### src/sv/multi_pipe_fifo_table_macros.svh
// assertion macros for the pipe table
`ifndef MULTI_PIPE_FIFO_TABLE_MACROS_SVH
`define MULTI_PIPE_FIFO_TABLE_MACROS_SVH

`ifndef SYNTHESIS
// same-cycle implication, sampled on clk, off while in reset
`define MPFT_ASSERT_NOW(label, ante, cons) \
	label: assert property (@(posedge clk) disable iff (!arst_n) (ante) |-> (cons)) \
		else $error("mpft assertion failed");
// next-cycle implication, sampled on clk, off while in reset
`define MPFT_ASSERT_NEXT(label, ante, cons) \
	label: assert property (@(posedge clk) disable iff (!arst_n) (ante) |=> (cons)) \
		else $error("mpft assertion failed");
`else
`define MPFT_ASSERT_NOW(label, ante, cons)
`define MPFT_ASSERT_NEXT(label, ante, cons)
`endif

`endif

### src/sv/mpft_pkg.sv
package mpft_pkg;

	// table geometry
	localparam int NUM_PIPES = 8;
	localparam int BUF_BYTES = 64;
	localparam int MEM_DEPTH = NUM_PIPES * BUF_BYTES;

	// derived widths
	localparam int PIPE_W = (NUM_PIPES > 1) ? $clog2(NUM_PIPES) : 1;
	localparam int IDX_W  = $clog2(BUF_BYTES);
	localparam int CNT_W  = $clog2(BUF_BYTES + 1);
	localparam int ADDR_W = (MEM_DEPTH > 1) ? $clog2(MEM_DEPTH) : 1;

	// port field widths
	localparam int OP_W    = 3;
	localparam int ID_W    = 4;
	localparam int BYTE_W  = 8;
	localparam int STAT_W  = 3;
	localparam int GRANT_W = 3;
	localparam int OCNT_W  = 7;

	typedef enum logic [OP_W-1:0] {
		OP_OPEN  = 3'd0,
		OP_CLOSE = 3'd1,
		OP_SEND  = 3'd2,
		OP_RECV  = 3'd3,
		OP_QUERY = 3'd4
	} op_t;

	typedef enum logic [STAT_W-1:0] {
		STAT_OK    = 3'd0,
		STAT_BAD   = 3'd1,
		STAT_NONE  = 3'd2,
		STAT_FULL  = 3'd3,
		STAT_EMPTY = 3'd4
	} status_t;

	typedef enum logic {
		S_IDLE,
		S_EXEC
	} state_t;

	// operation held for the execute cycle
	typedef struct packed {
		logic [OP_W-1:0]   op;
		logic [ID_W-1:0]   id;
		logic [BYTE_W-1:0] data;
	} cmd_t;

	// result fields produced by the execute cycle
	typedef struct packed {
		logic [STAT_W-1:0]  status;
		logic [GRANT_W-1:0] granted_pipe;
		logic [BYTE_W-1:0]  data_out;
		logic [OCNT_W-1:0]  used_count;
		logic [OCNT_W-1:0]  free_space;
		logic               is_open;
	} res_t;

	// flat byte address of a position inside a pipe's buffer
	function automatic logic [ADDR_W-1:0] byte_addr(input logic [PIPE_W-1:0] pipe,
			input logic [IDX_W-1:0] idx);
		byte_addr = ADDR_W'(pipe) * ADDR_W'(BUF_BYTES) + ADDR_W'(idx);
	endfunction

	// ring position advance
	function automatic logic [IDX_W-1:0] next_pos(input logic [IDX_W-1:0] p);
		next_pos = (p == IDX_W'(BUF_BYTES - 1)) ? '0 : p + IDX_W'(1);
	endfunction

endpackage

### src/sv/mpft_byte_ram.sv
module mpft_byte_ram (
	input  logic                              clk,
	input  logic                              we,
	input  logic [mpft_pkg::ADDR_W-1:0]       waddr,
	input  logic [mpft_pkg::BYTE_W-1:0]       wdata,
	input  logic                              re,
	input  logic [mpft_pkg::ADDR_W-1:0]       raddr,
	output logic [mpft_pkg::BYTE_W-1:0]       rdata
);

	logic [mpft_pkg::BYTE_W-1:0] mem [mpft_pkg::MEM_DEPTH];
	logic [mpft_pkg::BYTE_W-1:0] rdata_q;

	// write port
	always_ff @(posedge clk) begin
		if (we) begin
			mem[waddr] <= wdata;
		end
	end

	// registered read port
	always_ff @(posedge clk) begin
		if (re) begin
			rdata_q <= mem[raddr];
		end
	end

	assign rdata = rdata_q;

endmodule

### config.mk
export PLATFORM = sky130hd
export DESIGN_NAME = mpft_byte_ram
export DESIGN_NICKNAME = d
export VERILOG_FILES = /design/src/sv/multi_pipe_fifo_table_macros.svh /design/src/sv/mpft_pkg.sv /design/src/sv/mpft_byte_ram.sv
export SDC_FILE = /design/constraint.sdc
export NUM_CORES = 2
export LEC_CHECK = 0
export BUFFER_PORTS_ARGS = -buffer_cell sky130_fd_sc_hd__clkbuf_2
export CORE_ASPECT_RATIO = 1.1
export CORE_MARGIN = 1
export CORE_UTILIZATION = 45
export CTS_BUF_LIST = sky130_fd_sc_hd__clkbuf_4 sky130_fd_sc_hd__clkbuf_8
export DETAILED_ROUTE_END_ITERATION = 16
export PLACE_DENSITY = 0.62
export SLEW_MARGIN = 20
export SYNTH_ARGS = -nofsm -noshare
export SYNTH_HDL_FRONTEND = slang
export SYNTH_SLANG_ARGS = --single-unit
export TNS_END_PERCENT = 50
### constraint.sdc
create_clock -name clk -period 5.4 [get_ports clk]
set_clock_uncertainty 0.05 [all_clocks]
set_input_delay 0.81 -clock clk [delete_from_list [all_inputs] [get_ports clk]]
set_output_delay 0.81 -clock clk [all_outputs]
set_load 0.02 [all_outputs]
==> metrics list <==
* Basic-gate share of the synthesized area counting and, or, nand and nor cells: 2.63%
- Initial detailed-routing violation count: slightly below 10000
* Mean number of vias per cell: 6.04
- Counting both buffers and inverters, the worst setup path holds a total of 4.
* Number of flip-flops and latches in the synthesized netlist: roughly 4100
- Total power per unit cell area: approximately 360 nW/um^2
* Global-route usage over all layers: approximately a quarter
- Clock-pin slew was measured on the worst setup and hold paths at around 0.06 ns.
* Static power due to leakage: around 0.056 uW
- Async set-reset flop share out of synthesis: 0%
- Resized cells post-CTS: 0
* Mapped Nets: between 8000 and 9000
- Placeable core area: 354000 um^2
- For this block, the via count after detailed routing is 82800.
* Critical path, cell by cell: buf_12, buf_12, buf_12, buf_4, mux2i_1, o221ai_1, a21oi_1, o21ai_0, nand3_1, o21ai_0, o2111a_1
- Switching Fraction: 22.6%
* Final routed DRC violation total: 0
- Total count of max-transition violations in the final report: 0
- Area fraction of the dominant cell type after synthesis: about 77%
- Of the post-synthesis cell area, the part taken by muxes is ~14%.
- The detail route stage leaves a number of antenna-violating nets equal to 0.
* Number of endpoints with negative hold slack in the final report: 0
- Number of detailed-route iterations in the first pass: 8
- Port buffering added 36 buffers.
- Synth top area cells: sky130_fd_sc_hd__edfxtp_1 77%, sky130_fd_sc_hd__mux4_2 9.2%, sky130_fd_sc_hd__mux2i_1 5.0%
* Cts-stage hold buffer count: 6
- Combinational logic burns around 5.1% of the power.
* P&R area growth vs syn: 11.5%
- Once the floorplan was initialized, standard cells occupied a little under half of the core.
- Post CTS Setup Buffer Count: 0
* Non-filler instance count after layout: 13700
* Number of filler cells placed in the layout: about 28000
* Worst endpoint data arrival time: approximately 5.3 ns
- Setup violations remaining at the end of the flow were counted as 0.
- R2r worst-path depth: 9
- Cell type of the slowest stage on the worst timing path: sky130_fd_sc_hd__o21ai_0
- From bottom edge to top edge, the die measures around 630 um.
- Counting buffers and inverters, the worst setup path is 11 cells deep.
- Counting I/O delays and the setup requirement, the final critical path takes between 4 and 5 ns.
- Insertion delay to the later sink of the worst-skew pair: 1.24 ns
* Number of rows in the core area: 229
* Via count of the first global-routing pass: about 83000
- Summed over all nets, the half-perimeter wirelength after detailed placement is 259 mm.
* Full die area: between 300000 and 400000 um^2
* Largest incremental delay on the critical path: 1.04 ns
- Clock power frac: 39.6%
- Avg WL per Cell: about 31 um
- Setup repair after global routing left no endpoint under its margin.
- The clock tree synthesis step divided the H-tree into 6 levels.
- Crit-path leading delay family: compound AO/OA/AOI/OAI gates
- The mapped netlist covers between 150000 and 200000 um^2.
- Antenna violations before repair: 33
- Area of all sequential standard cells: about 120000 um^2
- The post-route netlist has 21.9% of its cells at a drive strength greater than 1.
- The first global-routing pass estimated about 610 mm of wire.
* Clock tree from TritonCTS: built
- Summed over all layers, the routed wires come to 426 mm.
- The synthesized netlist devotes under 10% of its cell area to compound gates.
- The congestion estimate from routability-driven global placement came to slightly below 0.9.
* Area of combinational cells with multiple inputs: 34000 um^2
- Cell accounting for the most synthesized area: sky130_fd_sc_hd__edfxtp_1
- The longest clock path from root to sink contains 4 buffers.
* NetSw: between 10000 and 15000 uW
- The floorplan step set the die width to 571 um.
- Number of CTS-inserted buffers: between 600 and 700
- The tree built by TritonCTS fans out to roughly 4100 sinks.
* Post-Syn Instances: approximately 8000
* Most repeated cell in the gate-level netlist after synthesis: sky130_fd_sc_hd__edfxtp_1
* Adder-Cell Fraction of Synth Area: 0%
* CP startpoint kind: input pin
- The most used flip-flop cell after synthesis is sky130_fd_sc_hd__edfxtp_1.
* Setup crit end kind: flip-flop
- Cell repeated most along the worst path: sky130_fd_sc_hd__buf_12
- Along the worst hold path, the cell count comes to 1.
- Largest driver fanout on the critical path: 53
* Maximum vdd ir drop: 0.233 mV
- After synthesis, the largest family of logic cells by area is multiplexers.
- Sequential elements use 77.0% of the synthesized area.
* Number of enable-type register cells in the synthesized netlist: about 4100
- Class of the worst hold path: input pin to flip-flop
* Remaining max-slew budget at the tightest pin: around a fifth
* Top cells by count, synth: 4104 x sky130_fd_sc_hd__edfxtp_1, 797 x sky130_fd_sc_hd__mux2i_1, 654 x sky130_fd_sc_hd__mux4_2
- Entering global routing, the biggest net connects 190 pins.
- Global route total overflow: 0
- Summing the areas of all xor and xnor instances in the mapped netlist gives 0% of the synthesized area.
- The run finished with clean final reports.
- Post-Synthesis Mean Instance Area: 19.9 um^2
* Total of warnings raised by yosys: 0
- In this run the count of I/O pins placed on the die edge is 37.
* Fin crit share: between 70 and 80%
- Static timing analysis puts the maximum clock frequency at approximately 230 MHz.
- Across the run, the number of max-cap violations was 0.
* Power share of the sequential group: between 50% and 60%
- Net count, final: between 8000 and 9000
- DP Cell Count: 12600
* Required arrival time at the worst endpoint: roughly 6.4 ns
- Worst slew pin tran: 1.20 ns
- Distinct cell type count after synthesis: 50
- The cell sitting at the root of the clock tree is a sky130_fd_sc_hd__clkbuf_8.
- The critical path is of the input pin to flip-flop type.
- The internal portion of the total power is 49100 uW.
* Setup TNS: 0 ns
## final cells by class
type / instances / area share (%)
antenna: 23 / 0.0322
timing repair buffer: 306 / 1.75
inverter: 3 / 0.0105
clock buffer: 838 / 5.77
tap: 4735 / 3.32
multi-input combinational: 3410 / 19.1
clock inverter: 275 / 1.00
sequential: 4104 / 69.1
## logic make-up (layout without fill, tap and decap cells)
logic type / count (synthesis) / after routing
and+or+nand+nor: 980 / 980
AOI/OAI and AO/OA: 979 / 979
DFF: 4104 / 4104
other: 0 / 23
muxes: 1451 / 1451
buffers and inverters: 516 / 1422
## metal layers
layer	GRT usage [%]	routed length, um	vias to the layer above	share of wire [%]
met1	31.2	165000	43300	39
met2	38.7	209000	4195	49
li1	-	-	34400	-
met4	9.06	16800	12	4.0
met3	4.24	35000	783	8.2
met5	0	79	-	0.019
## power groups by stage
stage	Sequential, uW	Clock [uW]	Combinational [uW]
2_1_floorplan	35800	0	1670
3_3_place_gp	35800	0	3160
3_5_place_dp	35800	0	3210
4_1_cts	35100	25500	3220
5_1_grt	35100	26800	3340
6_report	35100	25100	3220
## stage by stage
step | setup WS (ns) | hold WS (ns) | instance area, um^2 | utilization (%) | power [uW]
6_report | 1.14 | 0.114 | 178000 | 50.4 | 63500
5_1_grt | 1.37 | 0.0748 | 178000 | 50.4 | 65200
4_1_cts | 1.46 | 0.0333 | 178000 | 50.4 | 63800
3_5_place_dp | 0.174 | 1.18 | 166000 | 47.0 | 39000
3_3_place_gp | 0.196 | 1.17 | 166000 | 47.0 | 38900
2_1_floorplan | 2.43 | 0.859 | 160000 | - | 37500
## worst paths after layout
kind	startpoint	to	slack, ns
setup / recovery	raddr[0]	rdata[6]	1.14
hold / removal	wdata[7]	mem[373][7]	0.11
setup reg to reg	mem[33][5]	rdata[5]	1.93
hold reg to reg	mem[484][5]	rdata[5]	1.26
## cell usage in the layout (no fill, tap or decap), types with 19 or more instances in the layout
cell type | synthesis | final
sky130_fd_sc_hd__edfxtp_1 | 4104 | 4104
sky130_fd_sc_hd__mux2i_1 | 797 | 797
sky130_fd_sc_hd__mux4_2 | 654 | 654
sky130_fd_sc_hd__clkbuf_8 | 0 | 641
sky130_fd_sc_hd__nor2_1 | 597 | 594
sky130_fd_sc_hd__o221ai_1 | 371 | 371
sky130_fd_sc_hd__buf_4 | 70 | 201
sky130_fd_sc_hd__clkbuf_4 | 0 | 197
sky130_fd_sc_hd__a21oi_1 | 194 | 194
sky130_fd_sc_hd__o22ai_1 | 163 | 163
sky130_fd_sc_hd__clkinv_1 | 0 | 151
sky130_fd_sc_hd__o21ai_0 | 118 | 118
sky130_fd_sc_hd__nor3_1 | 109 | 109
sky130_fd_sc_hd__nand2_1 | 111 | 97
sky130_fd_sc_hd__buf_12 | 5 | 63
sky130_fd_sc_hd__clkinv_2 | 0 | 62
sky130_fd_sc_hd__a22oi_1 | 61 | 61
sky130_fd_sc_hd__nor4_1 | 36 | 36
sky130_fd_sc_hd__nand3_1 | 36 | 32
sky130_fd_sc_hd__nand4_1 | 32 | 32
sky130_fd_sc_hd__clkbuf_2 | 0 | 24
sky130_fd_sc_hd__diode_2 | 0 | 23
sky130_fd_sc_hd__and2_1 | 20 | 19
## registers in the layout, indices dropped and copies added (netlist names)
register / cells
mem: 4096
rdata: 8
(Power assumes the default switching activity.)
