`src/sv/multi_pipe_fifo_table_macros.svh`:
```
// assertion macros for the pipe table
`ifndef MULTI_PIPE_FIFO_TABLE_MACROS_SVH
`define MULTI_PIPE_FIFO_TABLE_MACROS_SVH

`ifndef SYNTHESIS
// same-cycle implication, sampled on clk, off while in reset
`define MPFT_ASSERT_NOW(label, ante, cons) \
	label: assert property (@(posedge clk) disable iff (!arst_n) (ante) |-> (cons)) \
		else $error("mpft assertion failed");
// next-cycle implication, sampled on clk, off while in reset
`define MPFT_ASSERT_NEXT(label, ante, cons) \
	label: assert property (@(posedge clk) disable iff (!arst_n) (ante) |=> (cons)) \
		else $error("mpft assertion failed");
`else
`define MPFT_ASSERT_NOW(label, ante, cons)
`define MPFT_ASSERT_NEXT(label, ante, cons)
`endif

`endif

```
`src/sv/mpft_pkg.sv`:
```
package mpft_pkg;

	// table geometry
	localparam int NUM_PIPES = 8;
	localparam int BUF_BYTES = 64;
	localparam int MEM_DEPTH = NUM_PIPES * BUF_BYTES;

	// derived widths
	localparam int PIPE_W = (NUM_PIPES > 1) ? $clog2(NUM_PIPES) : 1;
	localparam int IDX_W  = $clog2(BUF_BYTES);
	localparam int CNT_W  = $clog2(BUF_BYTES + 1);
	localparam int ADDR_W = (MEM_DEPTH > 1) ? $clog2(MEM_DEPTH) : 1;

	// port field widths
	localparam int OP_W    = 3;
	localparam int ID_W    = 4;
	localparam int BYTE_W  = 8;
	localparam int STAT_W  = 3;
	localparam int GRANT_W = 3;
	localparam int OCNT_W  = 7;

	typedef enum logic [OP_W-1:0] {
		OP_OPEN  = 3'd0,
		OP_CLOSE = 3'd1,
		OP_SEND  = 3'd2,
		OP_RECV  = 3'd3,
		OP_QUERY = 3'd4
	} op_t;

	typedef enum logic [STAT_W-1:0] {
		STAT_OK    = 3'd0,
		STAT_BAD   = 3'd1,
		STAT_NONE  = 3'd2,
		STAT_FULL  = 3'd3,
		STAT_EMPTY = 3'd4
	} status_t;

	typedef enum logic {
		S_IDLE,
		S_EXEC
	} state_t;

	// operation held for the execute cycle
	typedef struct packed {
		logic [OP_W-1:0]   op;
		logic [ID_W-1:0]   id;
		logic [BYTE_W-1:0] data;
	} cmd_t;

	// result fields produced by the execute cycle
	typedef struct packed {
		logic [STAT_W-1:0]  status;
		logic [GRANT_W-1:0] granted_pipe;
		logic [BYTE_W-1:0]  data_out;
		logic [OCNT_W-1:0]  used_count;
		logic [OCNT_W-1:0]  free_space;
		logic               is_open;
	} res_t;

	// flat byte address of a position inside a pipe's buffer
	function automatic logic [ADDR_W-1:0] byte_addr(input logic [PIPE_W-1:0] pipe,
			input logic [IDX_W-1:0] idx);
		byte_addr = ADDR_W'(pipe) * ADDR_W'(BUF_BYTES) + ADDR_W'(idx);
	endfunction

	// ring position advance
	function automatic logic [IDX_W-1:0] next_pos(input logic [IDX_W-1:0] p);
		next_pos = (p == IDX_W'(BUF_BYTES - 1)) ? '0 : p + IDX_W'(1);
	endfunction

endpackage

```
`src/sv/mpft_pipe_table.sv`:
```
module mpft_pipe_table (
	input  logic                              clk,
	input  logic                              arst_n,
	// lookup at accept time
	input  logic                              lk_en,
	input  logic [mpft_pkg::ID_W-1:0]         lk_id,
	output logic [mpft_pkg::ADDR_W-1:0]       rd_addr,
	// execute
	input  logic                              fire,
	input  mpft_pkg::cmd_t                    cmd,
	input  logic [mpft_pkg::BYTE_W-1:0]       rdata,
	output logic                              wr_en,
	output logic [mpft_pkg::ADDR_W-1:0]       wr_addr,
	output mpft_pkg::res_t                    res
);

	logic                         open_q   [mpft_pkg::NUM_PIPES];
	logic [mpft_pkg::IDX_W-1:0]   wr_idx_q [mpft_pkg::NUM_PIPES];
	logic [mpft_pkg::IDX_W-1:0]   rd_idx_q [mpft_pkg::NUM_PIPES];
	logic [mpft_pkg::CNT_W-1:0]   fill_q   [mpft_pkg::NUM_PIPES];
	logic [mpft_pkg::IDX_W-1:0]   rd_idx_s1;

	logic [mpft_pkg::PIPE_W-1:0]  lk_sel;
	logic                         valid;
	logic [mpft_pkg::PIPE_W-1:0]  sel;
	logic                         opened;
	logic [mpft_pkg::CNT_W-1:0]   cnt;
	logic [mpft_pkg::IDX_W-1:0]   wi;
	logic                         found;
	logic [mpft_pkg::PIPE_W-1:0]  free_idx;
	logic [mpft_pkg::CNT_W-1:0]   used;
	logic [mpft_pkg::CNT_W-1:0]   space;
	logic                         do_open;
	logic                         do_close;
	logic                         do_push;
	logic                         do_pop;

	// read position lookup for the byte memory
	assign lk_sel = (int'(lk_id) < mpft_pkg::NUM_PIPES)
		? lk_id[mpft_pkg::PIPE_W-1:0] : '0;
	assign rd_addr = mpft_pkg::byte_addr(lk_sel, rd_idx_q[lk_sel]);

	always_ff @(posedge clk) begin
		if (lk_en) begin
			rd_idx_s1 <= rd_idx_q[lk_sel];
		end
	end

	// addressed pipe in the execute cycle
	assign valid  = int'(cmd.id) < mpft_pkg::NUM_PIPES;
	assign sel    = valid ? cmd.id[mpft_pkg::PIPE_W-1:0] : '0;
	assign opened = valid && open_q[sel];
	assign cnt    = fill_q[sel];
	assign wi     = wr_idx_q[sel];

	// lowest-numbered free pipe
	always_comb begin
		found    = 1'b0;
		free_idx = '0;
		for (int i = mpft_pkg::NUM_PIPES - 1; i >= 0; i--) begin
			if (!open_q[i]) begin
				found    = 1'b1;
				free_idx = mpft_pkg::PIPE_W'(i);
			end
		end
	end

	// operation decode and result
	always_comb begin
		res      = '0;
		res.status = mpft_pkg::STAT_BAD;
		used     = '0;
		space    = '0;
		do_open  = 1'b0;
		do_close = 1'b0;
		do_push  = 1'b0;
		do_pop   = 1'b0;
		unique case (mpft_pkg::op_t'(cmd.op))
			mpft_pkg::OP_OPEN: begin
				res.status = mpft_pkg::STAT_NONE;
				if (found) begin
					do_open          = 1'b1;
					res.status       = mpft_pkg::STAT_OK;
					res.granted_pipe = mpft_pkg::GRANT_W'(free_idx);
					res.is_open      = 1'b1;
					space            = mpft_pkg::CNT_W'(mpft_pkg::BUF_BYTES);
				end
			end
			mpft_pkg::OP_CLOSE: begin
				if (opened) begin
					do_close   = 1'b1;
					res.status = mpft_pkg::STAT_OK;
					space      = mpft_pkg::CNT_W'(mpft_pkg::BUF_BYTES);
				end
			end
			mpft_pkg::OP_SEND: begin
				if (opened) begin
					res.is_open = 1'b1;
					if (cnt == mpft_pkg::CNT_W'(mpft_pkg::BUF_BYTES)) begin
						res.status = mpft_pkg::STAT_FULL;
						used       = cnt;
					end else begin
						do_push    = 1'b1;
						res.status = mpft_pkg::STAT_OK;
						used       = cnt + mpft_pkg::CNT_W'(1);
					end
					space = mpft_pkg::CNT_W'(mpft_pkg::BUF_BYTES) - used;
				end
			end
			mpft_pkg::OP_RECV: begin
				if (opened) begin
					res.is_open = 1'b1;
					if (cnt == '0) begin
						res.status = mpft_pkg::STAT_EMPTY;
						used       = cnt;
					end else begin
						do_pop       = 1'b1;
						res.status   = mpft_pkg::STAT_OK;
						res.data_out = rdata;
						used         = cnt - mpft_pkg::CNT_W'(1);
					end
					space = mpft_pkg::CNT_W'(mpft_pkg::BUF_BYTES) - used;
				end
			end
			mpft_pkg::OP_QUERY: begin
				if (valid) begin
					res.status = mpft_pkg::STAT_OK;
					if (opened) begin
						res.is_open = 1'b1;
						used        = cnt;
						space       = mpft_pkg::CNT_W'(mpft_pkg::BUF_BYTES) - cnt;
					end
				end
			end
			default: begin
				res.status = mpft_pkg::STAT_BAD;
			end
		endcase
		res.used_count = mpft_pkg::OCNT_W'(used);
		res.free_space = mpft_pkg::OCNT_W'(space);
	end

	// byte store write for a successful send
	assign wr_en   = fire && do_push;
	assign wr_addr = mpft_pkg::byte_addr(sel, wi);

	// pointer and flag updates
	always_ff @(posedge clk or negedge arst_n) begin
		if (!arst_n) begin
			for (int i = 0; i < mpft_pkg::NUM_PIPES; i++) begin
				open_q[i]   <= 1'b0;
				wr_idx_q[i] <= '0;
				rd_idx_q[i] <= '0;
				fill_q[i]   <= '0;
			end
		end else if (fire) begin
			if (do_open) begin
				open_q[free_idx]   <= 1'b1;
				wr_idx_q[free_idx] <= '0;
				rd_idx_q[free_idx] <= '0;
				fill_q[free_idx]   <= '0;
			end
			if (do_close) begin
				open_q[sel]   <= 1'b0;
				wr_idx_q[sel] <= '0;
				rd_idx_q[sel] <= '0;
				fill_q[sel]   <= '0;
			end
			if (do_push) begin
				wr_idx_q[sel] <= mpft_pkg::next_pos(wi);
				fill_q[sel]   <= cnt + mpft_pkg::CNT_W'(1);
			end
			if (do_pop) begin
				rd_idx_q[sel] <= mpft_pkg::next_pos(rd_idx_s1);
				fill_q[sel]   <= cnt - mpft_pkg::CNT_W'(1);
			end
		end
	end

endmodule

```
`config.mk`:
```
export PLATFORM = sky130hd
export DESIGN_NAME = mpft_pipe_table
export DESIGN_NICKNAME = d
export VERILOG_FILES = /design/src/sv/multi_pipe_fifo_table_macros.svh /design/src/sv/mpft_pkg.sv /design/src/sv/mpft_pipe_table.sv
export SDC_FILE = /design/constraint.sdc
export NUM_CORES = 1
export LEC_CHECK = 0
export ABC_CLOCK_PERIOD_IN_PS = 4800
export BUFFER_PORTS_ARGS = -buffer_cell sky130_fd_sc_hd__buf_2
export CAP_MARGIN = 20
export CORE_UTILIZATION = 61
export DETAILED_ROUTE_END_ITERATION = 8
export GPL_ROUTABILITY_DRIVEN = 0
export PLACE_DENSITY_LB_ADDON = 0.15
export SLEW_MARGIN = 20
export SYNTH_ARGS = -nofsm -noshare
export SYNTH_HDL_FRONTEND = slang
export SYNTH_SLANG_ARGS = --single-unit
```
`constraint.sdc`:
```
create_clock -name clk -period 4.8 [get_ports clk]
set_clock_uncertainty 0.15 [all_clocks]
set_input_delay 0.24 -clock clk [delete_from_list [all_inputs] [get_ports clk]]
set_output_delay 0.24 -clock clk [all_outputs]
set_load 0.05 [all_outputs]
```
==> results.md, run 1 <==
- Hpwl dp: roughly 25 mm
- Clk network pwr share: 0.327
- Main synth FF type: dfrtp_1
- Area leader, netlist: dfrtp_1
- Max Slew Vio Count: 0
- Mapped Area: about 10000 um2
- I/O pin cnt: 79
- Die area: between 15000 and 20000 um2
- Row Count: 47
- Via/cell ratio: between 7 and 8
- Antenna Nets Post-Route: 0
- Crit path kind: reg2out
- Final setup vio count: 0
- H-tree Lvls: 4
- Asr flop ratio synth: 0.9639
- Peak supply drop: around 310 uV
- Share of cells above drive strength 1: 0.2069
- Top cells by area, synth: dfrtp_1 (38%), o2bb2ai_1 (6.4%), o21ai_0 (4.0%)
- Post-synth EDFFs: 6
- Int Pwr: 0.002743 W
- Crit path time final: around 4.7 ns
- Router iterations before antenna repair: 8
- Crit start category: flip-flop
- Number of port buffers: 70
- CTS tree: done
- Power share of the combinational group: 0.292
- Clk slew on worst S/H paths: 0.07 ns
- Worst Tran Pin Value: 0.9902 ns
- ANT cells: 0
- Status: finished clean
- Max Fclk: about 0.21 GHz
- Core outline area: ~17000 um2
- First-pass GRT wire length: around 56 mm
- Die X: 133.1 um
- Vias in the first global route: roughly 9600
- Maxcap violations: 0
- Crit end category: output port
- Clock tree sinks: roughly 170
- WP data arrival: between 4 and 5 ns
- Power Density: ~370 nW/um2
- Worst EP required: around 4.4 ns
- Die H: 133.1 um
- WL final: approximately 36 mm
- Drt drc: 0
- Mapped Nets: approximately 1100
- Hold Violations, Final: 0
- CP Max Fanout: 6
- Vias: ~10000
- Antenna violations before repair: 0
- Core Util, Final: 0.7032
- Post-synthesis sequential area ratio: 0.3989
- Routed WL per cell: ~26 um
- Switching share of power: 0.3627
- Synth warn: 0
- Clock buffer depth: 2
- Sequential power share: 0.381
- Largest net degree at the start of global routing: between 70 and 80
- Leakage: between 5 and 6 nW
- Total clock buffers created by CTS: 17
- GRT Total Usage: 0.4157
- Area grow syn2layout: 11.97%
- Final hold slack: approximately 0.22 ns
- Synth top area share: 0.3817
- Hold crit path type: in2async
- Worst skew pair latency: 0.44 ns
- Final #Nets: about 1200
- Syn Area/Cell: between 9 and 10 um2
- Final worst-path cycle share: 0.9781
- Rel. slew slack: 0.3351
- DRT iter0 DRCs: 1443
- #FFs+latches synth: around 170
- Overflow left after global routing: 0
- Clk root buf: clkbuf_16
- Initial core utilization: 0.6280
- Synthesized instance count: 1076
- Yosys cell types: 98
- Net switching power: 0.001561 W
-- worst paths after layout --
path | start | slack [ns] | to | depth (start not counted)
min reg2reg | wr_idx_q[27]$_DFFE_PN0P_ | 0.33 | wr_idx_q[27]$_DFFE_PN0P_ | 1
min in group clk | fire | 0.23 | fill_q[31]$_DFFE_PN0P_ | 3
min | arst_n | 0.22 | wr_idx_q[26]$_DFFE_PN0P_ | 2
max in group asynchronous | arst_n | 3.14 | fill_q[30]$_DFFE_PN0P_ | 3
max | fill_q[22]$_DFFE_PN0P_ | 0.11 | res[7] | 16
max reg2reg | fill_q[22]$_DFFE_PN0P_ | 0.73 | fill_q[41]$_DFFE_PN0P_ | 14
-- synth_stat cells, types with 8 or more instances --
| library cell | number |
|---|---|
| inv_1 | 13 |
| a21oi_1 | 45 |
| buf_4 | 9 |
| a311oi_1 | 21 |
| and3_1 | 12 |
| buf_2 | 16 |
| xnor2_1 | 18 |
| o2bb2ai_1 | 77 |
| clkbuf_1 | 42 |
| and2_1 | 18 |
| a211oi_1 | 9 |
| a221oi_1 | 8 |
| a21o_1 | 8 |
| o211ai_1 | 10 |
| nor3b_1 | 21 |
| a31oi_1 | 8 |
| buf_6 | 12 |
| mux2_2 | 8 |
| dfrtp_1 | 160 |
| nor2_1 | 69 |
| nand2_1 | 99 |
| a22o_1 | 44 |
| nor3_1 | 16 |
| nand3_1 | 14 |
| o22ai_1 | 22 |
| mux2i_1 | 19 |
| o21ai_0 | 83 |
-- cell usage in the layout, fill, tap and decap left out, drive strengths merged, types with 7 or more instances in the layout --
cell     netlist  final
a21o           8      8
inv           14     21
nor2b          7      7
a22oi          8      8
a311oi        21     21
and2          19     19
dfrtp        160    160
o2bb2ai       77     77
xnor2         18     18
clkbuf        42     19
mux2i         19     19
nor2          74     74
a221oi        10     10
nor3          16     16
xor2           7      7
o211ai        18     18
o21ai         94     94
nand4          8      8
nor3b         23     23
a32oi          8      8
a22o          44     44
buf           42    129
o22ai         22     22
a31oi          8      8
mux2           9      9
a32o           7      7
and3          12     12
nand2        101    101
a211oi        12     12
a21oi         49     49
nand3         17     17
-- power by group through the flow --
stage          clock (W)  combinational [W]  sequential, W
6_report         0.00141            0.00126        0.00164
5_1_grt          0.00146            0.00132        0.00165
4_1_cts          0.00141            0.00118        0.00163
3_5_place_dp           0            0.00118        0.00166
3_3_place_gp           0            0.00116        0.00166
2_1_floorplan          0           0.000871        0.00161
-- metrics by stage --
step | instances | setup WS [ns] | setup TNS, ns | total power (W) | instance area [um2]
finish | 1375 | 0.1050 | 0 | 0.004304 | 11740
global route | 1375 | -0.02500 | -0.02500 | 0.004429 | 11740
floorplan | 1076 | -0.1326 | -0.2652 | 0.002481 | 10510
global placement | 1336 | 0.3907 | 0 | 0.002815 | 11070
detailed placement | 1336 | 0.3118 | 0 | 0.002831 | 11070
CTS | 1370 | 0.03896 | 0 | 0.004222 | 11680
-- sequential cells by signal, indices dropped and copies added, names as in the netlist --
signal	cells
fill_q	56
wr_idx_q	48
rd_idx_s1	6
open_q	8
rd_idx_q	48
-- logic make-up (layout without fill, tap and decap cells) --
kind of cell | count (synthesis) | after routing | share of synthesized area
adder cells (fa/ha/maj) | 6 | 6 | 0.007157
AO/OA/AOI/OAI | 423 | 423 | 0.3115
multiplexers | 34 | 34 | 0.04068
buffers and inverters | 99 | 178 | 0.05225
flip-flops | 166 | 166 | 0.3989
AND/OR/NAND/NOR | 323 | 323 | 0.1687
XOR/XNOR | 25 | 25 | 0.02088
-- area by class of cell --
type / instances / area [um2]
Multi-Input combinational cell: 811 / 5807
Clock buffer: 19 / 432.9
Clock inverter: 13 / 162.7
Timing Repair Buffer: 131 / 825.8
Tap cell: 220 / 275.3
Fill cell: 1262 / 4957
Inverter: 15 / 56.30
Sequential cell: 166 / 4184
-- worst max-delay path, cell delays in order (launching register included) --
cell and delay (ns):
dfrtp_1 0.40, mux2_2 0.28, a22oi_1 0.22, nand4_1 0.26, inv_2 0.13, ha_1 0.17, a21boi_0 0.17, nand4_1 0.18
and4b_4 0.43, buf_4 0.17, nand2_1 0.15, xnor2_1 0.26, ha_2 0.24, o311ai_0 0.20, xnor2_1 0.19, o221ai_2 0.23
buf_6 0.19
-- repair_timing --
action,4_1_cts,5_1_grt
hold buffers,2,0
gates resized for setup,1,6
endpoints found under the hold margin,78,0
setup buffers,0,5
setup endpoints to repair,1,2
pin swaps,0,2
-- metal layers --
metal	GRT usage	vias up	share of wire
li1	-	4297	-
met1	0.5699	4888	0.39
met2	0.5797	809	0.42
met3	0.1476	161	0.14
met4	0.2153	0	0.050
met5	0	-	0
(Power assumes the default switching activity.)
==> run 2: changes to the inputs <==
--- a/config.mk
+++ b/config.mk
@@ -8,10 +8,14 @@
 export ABC_CLOCK_PERIOD_IN_PS = 4800
 export BUFFER_PORTS_ARGS = -buffer_cell sky130_fd_sc_hd__buf_2
 export CAP_MARGIN = 20
-export CORE_UTILIZATION = 61
+export CELL_PAD_IN_SITES_DETAIL_PLACEMENT = 1
+export CELL_PAD_IN_SITES_GLOBAL_PLACEMENT = 1
+export CORE_UTILIZATION = 48
 export DETAILED_ROUTE_END_ITERATION = 8
 export GPL_ROUTABILITY_DRIVEN = 0
+export HOLD_SLACK_MARGIN = 0.08
 export PLACE_DENSITY_LB_ADDON = 0.15
+export SETUP_SLACK_MARGIN = 0.1
 export SLEW_MARGIN = 20
 export SYNTH_ARGS = -nofsm -noshare
 export SYNTH_HDL_FRONTEND = slang
==> run 2 against run 1 <==
Clock power is essentially flat; design area grew 0.68%; register-to-register slack lost 0.13 ns; via count is essentially flat; highest routed layer unchanged.
==> results.md, run 2 (synthesized netlist as in run 1, its figures left out) <==
- Rel. slew slack: 0.3102 (-0.02491)
- Hold endpoint: rd_idx_q[25]$_DFFE_PN0P_
- Total clock buffers created by CTS: 17 (unchanged)
- Peak supply drop: 232.0 uV (-25%)
- Top reg by flops: fill_q
- Router iterations before antenna repair: 7 (-1)
- Max FFs per register: 56 (unchanged)
- H-tree Lvls: 4 (unchanged)
- ANT cells: 0 (unchanged)
- FF-to-FF setup slack: 0.60 ns (-0.13 ns)
- Final #Nets: 1180 (+0.085%)
- Hold path cells: 3
- Final setup vio count: 0 (unchanged)
- Clock tree sinks: 166 (unchanged)
- Hold crit path type: in2reg
- Worst skew pair latency: 0.44 ns (about the same)
- Initial core utilization: 0.4943 (-0.1338)
- Overflow left after global routing: 0 (unchanged)
- Post-Layout Cell Count: 1431 (+4.1%)
- GRT Total Usage: 0.3729 (-0.04283)
- Worst Tran Pin Value: 1.035 ns (+0.04449 ns)
- Die area: 22450 um2 (+27%)
- Cells on worst reg2reg path: 14 (unchanged)
- Share of cells above drive strength 1: 0.2102 (+0.003281)
- Start point of the worst hold path: fire
- I/O pin cnt: 79 (unchanged)
- Vias: 10150 (-0.030%)
- Clk root buf: clkbuf_16
- Core outline area: 21220 um2 (+27%)
- First-pass GRT wire length: 61.87 mm (+11%)
- Setup Total Neg Slack: 0 ns (unchanged)
- Final worst-path cycle share: 0.9584 (-0.01971)
- Row Count: 53 (+13%)
- Unrepaired setup endpoints after global routing: false
- Worst EP required: 4.41 ns (about the same)
- Die H: 149.8 um (+13%)
- Reg-to-Reg End: rd_idx_q[3]$_DFFE_PN0P_
- Largest net degree at the start of global routing: 99 (+32%)
- Power Density: 369.4 nW/um2 (+0.80%)
- Max Slew Vio Count: 0 (unchanged)
- Max Fclk: 0.2174 GHz (+2.1%)
- Antenna violations before repair: 0 (unchanged)
- DRT iter0 DRCs: 1263 (-12%)
- Routed WL per cell: 28.30 um (+7.9%)
- Status: finished clean
- Hpwl dp: 28.32 mm (+14%)
- Die X: 149.8 um (+13%)
- Maxcap violations: 0 (unchanged)
- CTS tree: done
- Crit path time final: 4.600 ns (-0.09461 ns)
- RR Startpoint: fill_q[15]$_DFFE_PN0P_
- Antenna Nets Post-Route: 0 (unchanged)
- Crit end category: output port
- Commonest non-fill, non-tap cells in the layout: dfrtp_1 (160), nand2_1 (98), o21ai_0 (79)
- WL final: 40.50 mm (+12%)
- Crit path kind: reg2out
- Place WS: 0.3681 ns (+0.05633 ns)
- Clock buffer depth: 2 (unchanged)
- CP Max Fanout: 7 (+1)
- Area grow syn2layout: 12.73%
- Via/cell ratio: 7.094 (-3.9%)
- Clk slew on worst S/H paths: 0.07 ns (about the same)
- Hold Violations, Final: 0 (unchanged)
- Crit start category: flip-flop
- Worst setup margin: 0.1996 ns (+0.09461 ns)
- Drt drc: 0 (unchanged)
- Leading cell type in the layout, fill and taps excluded: dfrtp_1
- Filler instances: 2447 (+94%)
- Vias in the first global route: 10050 (+5.1%)
- Leakage: 5.055 nW (+0.25%)
- Top Registers: fill_q (56), rd_idx_q (48), wr_idx_q (48)
- Number of port buffers: 70 (unchanged)
- # placed instances: 1395 (+4.4%)
- WP data arrival: 4.21 ns (-0.09 ns)
## run 2: changes by cell type in the layout (fill, tap and decap cells not counted), moves of 2 or more
| cell | change |
|---|---|
| inv_8 | +2 |
| clkinv_4 | +3 |
| inv_6 | -3 |
| clkbuf_1 | -2 |
## run 2: report_power, final
part           internal, W  switching (W)
sequential         0.00152       0.000121
combinational     0.000441       0.000847
clock             0.000778       0.000656
## run 2: layout make-up
class | instances | area, um2 | share of cell area
multi-input combinational | 811 | 5806 | 0.4910
sequential | 166 | 4184 | 0.3539
timing repair buffer | 132 | 833.3 | 0.07048
clock buffer | 19 | 464.2 | 0.03926
tap | 275 | 344.1 | 0.02910
clock inverter | 13 | 136.4 | 0.01153
inverter | 15 | 56.30 | 0.004762
## run 2: per-stage QoR
stage                     hold WS, ns  utilization  total power [W]  instance area [um2]
after CTS                      0.1822       0.5561         0.004318                11800
after global placement         0.2679       0.5264         0.002862                11170
after global routing           0.2234       0.5572         0.004502                11820
after floorplan               -0.2056            -         0.002481                10510
final                          0.1907       0.5572         0.004368                11820
after detailed placement       0.2761       0.5264         0.002888                11170
## run 2: metal layers
| metal | global-route usage | part of all wire | routed length (um) | vias up |
|---|---|---|---|---|
| met5 | 0 | 0 | 0 | - |
| met4 | 0.1626 | 0.038 | 1547 | 0 |
| met3 | 0.06433 | 0.088 | 3546 | 101 |
| met2 | 0.5532 | 0.44 | 17880 | 538 |
| met1 | 0.5331 | 0.43 | 17530 | 5226 |
| li1 | - | - | - | 4287 |
## run 2: critical path, cell delays in order (launching register included)
cell      delay [ns]
dfrtp_1         0.41
mux2_2          0.28
a22oi_1         0.21
nand4_1         0.21
inv_2           0.12
ha_1            0.19
a21boi_0        0.24
nand4_1         0.17
and4b_4         0.43
nand2_2         0.12
xnor2_1         0.17
ha_2            0.24
nand2_1         0.07
nor4_1          0.20
a31oi_1         0.16
xnor2_1         0.16
o221ai_2        0.20
buf_6           0.19
## run 2: worst max path at each step
stage	startpoint	to	slack (ns)	cells after the start
global route	fill_q[15]$_DFFE_PN0P_	res[7]	0.08	17
floorplan	cmd[10]	res[1]	0.09	15
CTS	fill_q[15]$_DFFE_PN0P_	res[7]	0.18	17
finish	fill_q[15]$_DFFE_PN0P_	res[7]	0.20	17
global placement	cmd[9]	fill_q[36]$_DFFE_PN0P_	0.41	14
detailed placement	cmd[9]	fill_q[1]$_DFFE_PN0P_	0.37	14
## run 2: what timing repair did
action,CTS,global route
resized for setup,1,5
setup buffers,1,1
pin swaps,0,1
hold endpoints to repair,102,0
endpoints found under the setup margin,1,2
hold buffers,2,0
